`src/sv/kmdr_pkg.sv`:
```
// Shared types, constants and register codes of the key matrix debounce and repeat block.
`default_nettype none
package kmdr_pkg;

  localparam int ROWS_DEF = 8;
  localparam int COLS_DEF = 8;

  localparam int COL_W  = 3;
  localparam int BITS_W = 8;
  localparam int TIME_W = 32;
  localparam int MS_W   = 16;
  localparam int REG_IDX_W = 2;
  localparam int S_TDATA_W = 48;
  localparam int M_TDATA_W = 32;

  localparam logic [MS_W-1:0] DEBOUNCE_RST       = 16'd20;
  localparam logic [MS_W-1:0] REPEAT_DELAY_RST   = 16'd500;
  localparam logic [MS_W-1:0] REPEAT_INTERVAL_RST = 16'd50;
  localparam logic            EVENTS_ENABLE_RST  = 1'b1;

  typedef logic [TIME_W-1:0] ms_t;

  typedef enum logic [REG_IDX_W-1:0] {
    REG_DEBOUNCE        = 2'd0,
    REG_REPEAT_DELAY    = 2'd1,
    REG_REPEAT_INTERVAL = 2'd2,
    REG_EVENTS_ENABLE   = 2'd3
  } cfg_reg_t;

  typedef struct packed {
    logic [MS_W-1:0] debounce_ms;
    logic [MS_W-1:0] rpt_delay;
    logic [MS_W-1:0] rpt_period;
    logic            events_enable;
  } cfg_t;

endpackage
`default_nettype wire

```
`src/sv/kmdr_cfg_regs.sv`:
```
// Configuration registers: debounce time, repeat delay, repeat interval and event enable.
`default_nettype none
module kmdr_cfg_regs (
  input  wire logic                               clk,
  input  wire logic                               rst,
  input  wire logic                               cfg_wen,
  input  wire logic [kmdr_pkg::REG_IDX_W-1:0]     cfg_addr,
  input  wire logic [kmdr_pkg::MS_W-1:0]          cfg_wdata,
  output kmdr_pkg::cfg_t                          cfg
);

  always_ff @(posedge clk) begin
    if (rst) begin
      cfg.debounce_ms   <= kmdr_pkg::DEBOUNCE_RST;
      cfg.rpt_delay     <= kmdr_pkg::REPEAT_DELAY_RST;
      cfg.rpt_period    <= kmdr_pkg::REPEAT_INTERVAL_RST;
      cfg.events_enable <= kmdr_pkg::EVENTS_ENABLE_RST;
    end else if (cfg_wen) begin
      unique case (kmdr_pkg::cfg_reg_t'(cfg_addr))
        kmdr_pkg::REG_DEBOUNCE:        cfg.debounce_ms   <= cfg_wdata;
        kmdr_pkg::REG_REPEAT_DELAY:    cfg.rpt_delay     <= cfg_wdata;
        kmdr_pkg::REG_REPEAT_INTERVAL: cfg.rpt_period    <= cfg_wdata;
        kmdr_pkg::REG_EVENTS_ENABLE:   cfg.events_enable <= cfg_wdata[0];
        default: ;
      endcase
    end
  end

endmodule
`default_nettype wire

```
`config.mk`:
```
export PLATFORM = sky130hd
export DESIGN_NAME = kmdr_cfg_regs
export DESIGN_NICKNAME = d
export VERILOG_FILES = /design/src/sv/kmdr_pkg.sv /design/src/sv/kmdr_cfg_regs.sv
export SDC_FILE = /design/constraint.sdc
export NUM_CORES = 1
export LEC_CHECK = 0
export BUFFER_PORTS_ARGS = -buffer_cell sky130_fd_sc_hd__clkbuf_2
export CAP_MARGIN = 20
export CORE_MARGIN = 2
export CORE_UTILIZATION = 44
export DETAILED_ROUTE_END_ITERATION = 6
export PLACE_DENSITY = 0.86
export SETUP_SLACK_MARGIN = 0.4
export SLEW_MARGIN = 10
export SYNTH_ARGS = -nofsm -noshare
export SYNTH_HDL_FRONTEND = slang
export SYNTH_SLANG_ARGS = --single-unit
export TNS_END_PERCENT = 20
```
`constraint.sdc`:
```
create_clock -name clk -period 1.1 [get_ports clk]
set_clock_uncertainty 0.2 [all_clocks]
set_input_delay 0.22 -clock clk [delete_from_list [all_inputs] [get_ports clk]]
set_output_delay 0.22 -clock clk [all_outputs]
set_load 0.01 [all_outputs]
```
==> impl_metrics.py <==
metrics = {
    "status": {
        "status": "finished, violations left",
        "violations": "hold timing, setup timing",
    },
    "timing": {
        "final_hold_viol_count": 3,
        "fmax_ghz": 0.848,
        "min_period_ns": 1.18,
        "post-route-period-util_pct": 107,
        "hold-worst-slack_ns": -0.0342,
        "tightest_slew_ns": 0.325,
        "rsz0062_at_grt": "true",
        "worst_slack_ns": -0.0792,
        "setup_viol": 49,
        "max_slew_margin_pct": 78.2,
        "finalSetupTns_ns": -2.81,
        "drv_slew": 0,
    },
    "setup_path": {
        "worst_path_dominant_cell_family": "flip-flops",
        "slowest_stage": "dfxtp_2",
        "r2r-end": "cfg[0]",
        "path_cells": "buf_6",
        "critPathBufInv": 1,
        "max_stage_delay_ns": 0.36,
        "worst-path-stages": 1,
        "crit_type": "reg2out",
        "rr_startpoint": "cfg[0]",
        "crit_arrival_ns": 0.76,
        "cp-endpoint": "cfg[2]",
        "rr_worst_depth": 2,
        "startpoint_type": "register",
        "crit_required_ns": 0.68,
        "cp_max_fo": 2,
        "cp-end-kind": "primary output",
        "crit_start": "cfg[2]",
        "r2r_setup_slack_ns": 0.02,
    },
    "synth": {
        "yosys.area_share.simple_pct": 22.4,
        "yosys_warnings": 0,
        "synth_cells": 189,
        "synth_seq_cells": 49,
        "synth_fa_ha_area_share_pct": 0,
        "synthesis.area_um2": 1990,
        "seq_area_frac_synth_pct": 49.3,
        "ys_types": 14,
        "synth_compound_area_share_pct": 0.881,
        "synthXorXnorAreaFrac_pct": 0,
        "muxShareOfSynthArea_pct": 24.2,
        "syn_area_per_cell_um2": 10.5,
        "synth_fp_nets": 210,
        "synth_top_family_by_area": "multiplexers",
    },
    "grt": {
        "overflow": 0,
        "grt_pass1_wl_um": 7270,
        "antenna_found_initial": 0,
        "grt_usage_pct": 18.2,
        "grt_max_degree": 46,
        "grt_pass1_vias": 1543,
    },
    "placed_design": {
        "place_ws_ns": -0.278,
        "place.gp.congestion": 0.740,
        "dp_hpwl_um": 2970,
        "io_buffers": 69,
        "place_inst": 307,
    },
    "layout": {
        "fin_nets": 293,
        "final_util_pct": 71.7,
        "multiInputGateArea_um2": 975,
        "largest_register_ffs": 49,
        "fillers": 305,
        "reg.largest.list": "cfg: 49 flops",
        "seqCellArea_um2": 1040,
        "drive_gt1_share_pct": 55.7,
        "final_common_cell": "buf_6",
        "top_register": "cfg",
        "layout_common_cells": "buf_6 (53), nand2b_1 (52), dfxtp_2 (49)",
        "final_cells": 325,
        "n_antenna_cell": 0,
        "area_growth_pct": 56.9,
    },
    "route": {
        "drt_wl_total_um": 4810,
        "via_per_inst": 4.86,
        "drt_iter0_markers": 90,
        "drt.antenna.violating_nets": 0,
        "wl_per_cell_um": 14.8,
        "dr_total_vias": 1580,
        "dr.pass1.iters": 4,
        "drcViolationCount": 0,
    },
    "pwr": {
        "ir_drop_mv": 0.725,
        "power_density_nw_per_um2": 1190,
        "sw_frac_of_total_pct": 21.9,
        "clockPowerShare_pct": 34.9,
        "switchingPower_mw": 0.816,
        "p_seq_share_pct": 51.0,
        "p_int_mw": 2.90,
        "power_frac_comb_pct": 14.1,
        "leakage_nw": 1.42,
    },
    "clock_tree": {
        "cts-root-buf": "clkbuf_8",
        "htreeDepth": 2,
        "clock_path_buffers": 2,
        "tritoncts": "yes",
        "clk_pin_slew_worst_paths_ns": 0.09,
        "numCtsBuffers": 5,
        "clock-sinks": 49,
        "clock_latency_ns": 0.29,
    },
    "floorplan": {
        "row_count": 24,
        "die_h_um": 71.2,
        "initial_utilization_pct": 45.7,
        "die_area_um2": 5080,
        "coreArea_um2": 4350,
        "ios": 70,
        "die_w_um": 71.2,
    },
    "min_path": {
        "hold_path.class": "in2reg",
    },
    "run": {
        "cap_violations": 0,
    },
}
==> cell families (layout without fill, tap and decap cells) <==
family	Yosys count	in the layout
compound gates	2	2
flops	49	49
simple gates	77	77
buf+inv	13	97
mux	48	48
==> layer usage <==
metal | up-vias | share of wire, % | global-route usage, %
li1 | 787 | - | -
met1 | 746 | 40 | 22.0
met2 | 42 | 55 | 32.2
met3 | 5 | 4.0 | 3.52
met4 | 0 | 0.96 | 6.29
met5 | - | 0 | 0
==> cell type report <==
type,instances,share of cell area [%]
sequential,49,33.4
clock inverter,1,0.962
tap,52,2.09
clock buffer,7,2.77
multi-input combinational,127,31.2
timing repair buffer,89,29.6
==> power by group through the flow <==
stage | combinational [mW] | sequential (mW) | clock (mW)
6_report | 0.524 | 1.89 | 1.30
5_1_grt | 0.562 | 1.90 | 1.39
4_1_cts | 0.433 | 1.88 | 1.33
3_5_place_dp | 0.397 | 1.91 | 0
3_3_place_gp | 0.388 | 1.91 | 0
2_1_floorplan | 0.209 | 1.94 | 0
==> cell usage after synthesis <==
library cell | number | share of area [%]
nand2b_1 | 52 | 16
dfxtp_1 | 49 | 49
mux2i_1 | 48 | 24
nor2_1 | 19 | 3.6
clkbuf_1 | 7 | 1.3
buf_2 | 4 | 1.0
and3b_1 | 2 | 0.88
nand3b_1 | 2 | 0.75
a311oi_1 | 1 | 0.44
a41oi_1 | 1 | 0.44
buf_4 | 1 | 0.38
buf_6 | 1 | 0.57
nor3b_1 | 1 | 0.38
or3b_1 | 1 | 0.44
==> worst min-delay path by stage <==
stage	from	end	slack [ns]	depth (start not counted)
after global routing	cfg_wdata[2]	cfg[3]	-0.02	3
after global placement	cfg[33]	cfg[33]	0.26	2
after floorplan	cfg_addr[1]	cfg[0]	0.15	1
after detailed placement	cfg[27]	cfg[27]	0.26	2
final	cfg_wdata[5]	cfg[38]	-0.03	3
after CTS	cfg_wdata[5]	cfg[38]	-0.04	3
==> through the flow <==
stage                     total power [mW]  cell area, µm²
final                                 3.72            3120
after global placement                2.30            2460
after detailed placement              2.31            2460
after global routing                  3.86            3120
after floorplan                       2.15            2040
after CTS                             3.64            2750
==> what timing repair did <==
item	4_1_cts	5_1_grt
endpoints found under the setup margin	98	98
cloned	0	0
buffers inserted	4	6
hold endpoints to repair	7	3
gates resized for setup	63	106
pin swaps	2	2
(Power assumes the default switching activity.)
