File: config.mk
export PLATFORM = sky130hd
export DESIGN_NAME = kmdr_col_update
export DESIGN_NICKNAME = d
export VERILOG_FILES = /design/src/sv/kmdr_pkg.sv /design/src/sv/kmdr_col_update.sv
export SDC_FILE = /design/constraint.sdc
export NUM_CORES = 2
export LEC_CHECK = 0
export BUFFER_PORTS_ARGS = -buffer_cell sky130_fd_sc_hd__clkbuf_2
export CAP_MARGIN = 20
export CORE_AREA = 2 2 452 454
export DETAILED_ROUTE_END_ITERATION = 12
export DIE_AREA = 0 0 454 456
export MAX_ROUTING_LAYER = met4
export PLACE_DENSITY = 0.54
export SLEW_MARGIN = 5
export SYNTH_ARGS = -nofsm -noshare
export SYNTH_HDL_FRONTEND = slang
export SYNTH_SLANG_ARGS = --single-unit
File: constraint.sdc
create_clock -name vclk -period 4.8
set_clock_uncertainty 0.05 [all_clocks]
set_input_delay 0.24 -clock vclk [all_inputs]
set_output_delay 0.24 -clock vclk [all_outputs]
set_load 0.01 [all_outputs]
File: src/sv/kmdr_pkg.sv
// Shared types, constants and register codes of the key matrix debounce and repeat block.
`default_nettype none
package kmdr_pkg;

  localparam int ROWS_DEF = 8;
  localparam int COLS_DEF = 8;

  localparam int COL_W  = 3;
  localparam int BITS_W = 8;
  localparam int TIME_W = 32;
  localparam int MS_W   = 16;
  localparam int REG_IDX_W = 2;
  localparam int S_TDATA_W = 48;
  localparam int M_TDATA_W = 32;

  localparam logic [MS_W-1:0] DEBOUNCE_RST       = 16'd20;
  localparam logic [MS_W-1:0] REPEAT_DELAY_RST   = 16'd500;
  localparam logic [MS_W-1:0] REPEAT_INTERVAL_RST = 16'd50;
  localparam logic            EVENTS_ENABLE_RST  = 1'b1;

  typedef logic [TIME_W-1:0] ms_t;

  typedef enum logic [REG_IDX_W-1:0] {
    REG_DEBOUNCE        = 2'd0,
    REG_REPEAT_DELAY    = 2'd1,
    REG_REPEAT_INTERVAL = 2'd2,
    REG_EVENTS_ENABLE   = 2'd3
  } cfg_reg_t;

  typedef struct packed {
    logic [MS_W-1:0] debounce_ms;
    logic [MS_W-1:0] rpt_delay;
    logic [MS_W-1:0] rpt_period;
    logic            events_enable;
  } cfg_t;

endpackage
`default_nettype wire

File: src/sv/kmdr_col_update.sv
// Debounce and auto-repeat update of all rows of one column, side by side.
`default_nettype none
module kmdr_col_update #(
  parameter int ROWS = kmdr_pkg::ROWS_DEF
) (
  input  wire kmdr_pkg::cfg_t                 cfg,
  input  wire logic [kmdr_pkg::BITS_W-1:0]    raw_bits,
  input  wire kmdr_pkg::ms_t                  now_ms,
  input  wire logic [ROWS-1:0]                st,
  input  wire kmdr_pkg::ms_t [ROWS-1:0]       change,
  input  wire kmdr_pkg::ms_t [ROWS-1:0]       rpt,
  output logic [ROWS-1:0]                     st_next,
  output kmdr_pkg::ms_t [ROWS-1:0]            change_next,
  output kmdr_pkg::ms_t [ROWS-1:0]            rpt_next,
  output logic [kmdr_pkg::BITS_W-1:0]         press_mask,
  output logic [kmdr_pkg::BITS_W-1:0]         repeat_mask,
  output logic [kmdr_pkg::BITS_W-1:0]         held_mask
);

  logic [ROWS-1:0] raw;
  logic [ROWS-1:0] press;
  logic [ROWS-1:0] rep;

  for (genvar r = 0; r < ROWS; r++) begin : g_row
    kmdr_pkg::ms_t hold;
    kmdr_pkg::ms_t since;

    // Rows beyond the sampled width always read released.
    if (r < kmdr_pkg::BITS_W) begin : g_raw
      assign raw[r] = raw_bits[r];
    end else begin : g_noraw
      assign raw[r] = 1'b0;
    end

    assign hold  = now_ms - change[r];
    assign since = now_ms - rpt[r];

    always_comb begin
      st_next[r]     = st[r];
      change_next[r] = change[r];
      rpt_next[r]    = rpt[r];
      press[r]       = 1'b0;
      rep[r]         = 1'b0;
      if (raw[r] != st[r]) begin
        if (hold > kmdr_pkg::ms_t'(cfg.debounce_ms)) begin
          st_next[r]     = raw[r];
          change_next[r] = now_ms;
          rpt_next[r]    = raw[r] ? now_ms : '0;
          press[r]       = raw[r] & cfg.events_enable;
        end
      end else if (raw[r] && cfg.events_enable) begin
        if (hold >= kmdr_pkg::ms_t'(cfg.rpt_delay) &&
            since >= kmdr_pkg::ms_t'(cfg.rpt_period)) begin
          rpt_next[r] = now_ms;
          rep[r]      = 1'b1;
        end
      end
    end
  end

  for (genvar b = 0; b < kmdr_pkg::BITS_W; b++) begin : g_mask
    if (b < ROWS) begin : g_live
      assign press_mask[b]  = press[b];
      assign repeat_mask[b] = rep[b];
      assign held_mask[b]   = st_next[b];
    end else begin : g_dead
      assign press_mask[b]  = 1'b0;
      assign repeat_mask[b] = 1'b0;
      assign held_mask[b]   = 1'b0;
    end
  end

endmodule
`default_nettype wire

==> results.cfg <==
[status]
outcome = finished, violations left
violations = negative setup slack

[global_routing]
grt_pass1_wl_um = 493000
grt_pass1_vias = 65920
grtUsageTotal_pct = 34.1
grt_max_degree = 39
grt_overflow_total = 0
antenna_found_initial = 60

[job]
drv_cap = 0

[critical_path]
startpoint = now_ms[0]
startpoint_type = input port
cpMaxStageDelayCell = a211oi_4
crit_buf_inv = 10
crit_family = compound AO/OA/AOI/OAI gates
slowest_delay_ps = 420
worstPathArrival_ps = 5640
crit_required_ps = 4510
path_max_fanout = 7
end_kind = primary output
crit_type = in2out

[synth]
synth_cell_types = 104
synth.area.top_cells = ha_1 (23%), o21ai_0 (6.8%), a21oi_1 (6.4%)
yosys_warnings = 0
yosysTopAreaCell = ha_1
synthesis.area_mm2 = 0.0473
synth_nets = 8659
seq_area_frac_synth_pct = 0
synth_top_area_share_pct = 23.3
synthCells = 7154
syn_avg_cell_area_um2 = 6.61

[drt]
drt_iter0_markers = 6810
vias_per_cell = 5.54
via_count = 69213
wl_um = 369000
drt-pass1-iter-count = 7
wl_per_cell_um = 29.6
drcViolationCount = 0
ant_nets = 0

[final_layout]
fillCellCount = 21679
n_sequential_cell = 0
final_util_pct = 36.4
nClkBuffers = 0
fin_area_mm2 = 0.0734
drive_gt1_share_pct = 34.4
multi_input_area_mm2 = 0.0450
regArea_um2 = 0
area_growth_pct = 55.2
finalNetCount = 11284

[die]
rows = 165
core_area_mm2 = 0.202
io_pins = 1153
fp.dieW_um = 454
die_h_um = 456
dieArea_mm2 = 0.207
initial_core_util_pct = 23.4

[timing]
report.final.slew_viol_count = 0
max-slew-margin-rel_pct = 35.9
tightestPinTransition_ps = 960
clock.fmax_mhz = 169
fin_crit_sh_pct = 123
fin_ws_ps = -1130
setup_violations = 544
finalHoldViolCount = 0
finalCriticalPeriod_ps = 5930
rsz0062_at_grt = yes
whs_ps = 760

[min_path]
hp-class = in2out
hp-start = rpt[189]

[pwr]
pwr-share-seq_pct = 0
power.leakage_nw = 38.0
pwr-share-comb_pct = 100.0
switchingPower_mw = 6.94
p_int_mw = 5.49
powerDensity_mw_per_mm2 = 169
p_sw_share_pct = 55.8
clkPwrFrac_pct = 0
ir_drop_mv = 0.0612

[placement]
hpwl_um = 316000
dp_slack_ps = -2170
port_buffers = 1153
place_area_mm2 = 0.0693
gp_congestion = 1.07
## layout make-up
cell class,instances,area share (%)
multi-input cells,6076,61.4
well taps,2672,4.56
inverters,716,3.69
diodes,45,0.153
repair buffers,2985,30.2
## stage by stage
stage,instances,setup TNS [ps],power [mW]
floorplan,7154,-4980,5.81
finish,12494,-398680,12.4
global placement,12331,-568380,11.3
global route,12481,-502110,13.3
detailed placement,12332,-584310,11.4
CTS,12358,-429690,11.6
## worst paths after layout
path	to	slack, ps	depth (start not counted)
max	rpt_next[97]	-1130	33
min	rpt_next[189]	760	3
## tightest hold or removal path, delay by kind of cell
family | cells | cell delay [ps]
AOI/OAI and AO/OA | 1 | 120
buffers and inverters | 2 | 210
## power groups by stage
| stage | sequential, mW | combinational, mW | clock [mW] |
|---|---|---|---|
| after floorplan | 0 | 5.81 | 0 |
| after global placement | 0 | 11.3 | 0 |
| after detailed placement | 0 | 11.4 | 0 |
| after CTS | 0 | 11.6 | 0 |
| after global routing | 0 | 13.3 | 0.000000265 |
| final | 0 | 12.4 | 0.000000257 |
## layer usage
| metal | wire length (um) | part of all wire (%) | track usage, % |
|---|---|---|---|
| met5 | 0 | 0 | - |
| met1 | 151000 | 41 | 41.7 |
| met3 | 31800 | 8.6 | 6.60 |
| met2 | 161000 | 44 | 52.5 |
| met4 | 25400 | 6.9 | 18.3 |
## synth_stat cells, types with 24 or more instances
library cell,number
nor4_1,43
and3_1,100
nand4_1,169
o2111a_1,73
a221oi_1,29
or2_2,29
inv_1,716
a21oi_1,607
clkbuf_1,279
o31a_1,41
xnor2_1,213
nand3_1,183
a21o_1,319
o21ai_0,644
nand2b_1,100
a31oi_1,61
a22o_1,132
o21a_1,105
a211oi_1,107
o21bai_1,66
ha_1,880
and2_1,46
o31ai_1,34
nor2b_1,96
a211o_1,30
nor2_1,373
mux2i_1,43
xor2_1,115
nor3_1,108
o211ai_1,62
or3_1,40
a32o_1,34
o2111ai_1,30
nand2_1,752
mux2_2,24
buf_2,57
## cell families (layout without fill, tap and decap cells)
group                    count (synthesis)  after routing  share of synthesized area [%]
XOR/XNOR                               328            328                           6.08
multiplexers                            67             67                           1.48
AND/OR/NAND/NOR                       2145           2145                           22.1
AO/OA/AOI/OAI                         2640           2640                           37.4
buffers and inverters                 1078           3701                           8.96
other                                    0             45                              0
adder cells (fa/ha/maj)                896            896                           24.0
## repair_timing
| action | 4_1_cts | 5_1_grt |
|---|---|---|
| setup endpoints to repair | 544 | 544 |
| gates resized for setup | 156 | 498 |
| setup buffers | 22 | 78 |
| hold buffers | 0 | 0 |
| pin swaps | 63 | 214 |
| cloned | 4 | 28 |
## layout by cell type, fill, tap and decap left out, types with 32 or more instances in the layout
cell,instances
buf_6,61
inv_1,711
a211oi_1,68
o21bai_1,66
buf_2,96
a21o_1,318
ha_1,851
nand3_1,179
nor3_1,101
xor2_1,112
nor4_1,32
o21ai_2,32
mux2i_1,42
o21a_1,104
clkbuf_2,1011
buf_12,137
a32o_1,34
and2_1,43
o21ai_0,572
o31a_1,41
nor2b_1,84
xnor2_1,207
nand2_1,735
o21ai_1,57
a22o_1,123
o2111a_1,73
o211ai_1,62
nand2b_1,96
nand4_1,169
and3_1,100
or3_1,37
nor2_1,366
a21oi_1,573
a31oi_1,60
buf_4,1641
diode_2,45
o31ai_1,32
Note: power is estimated with default switching activity, not from simulation.
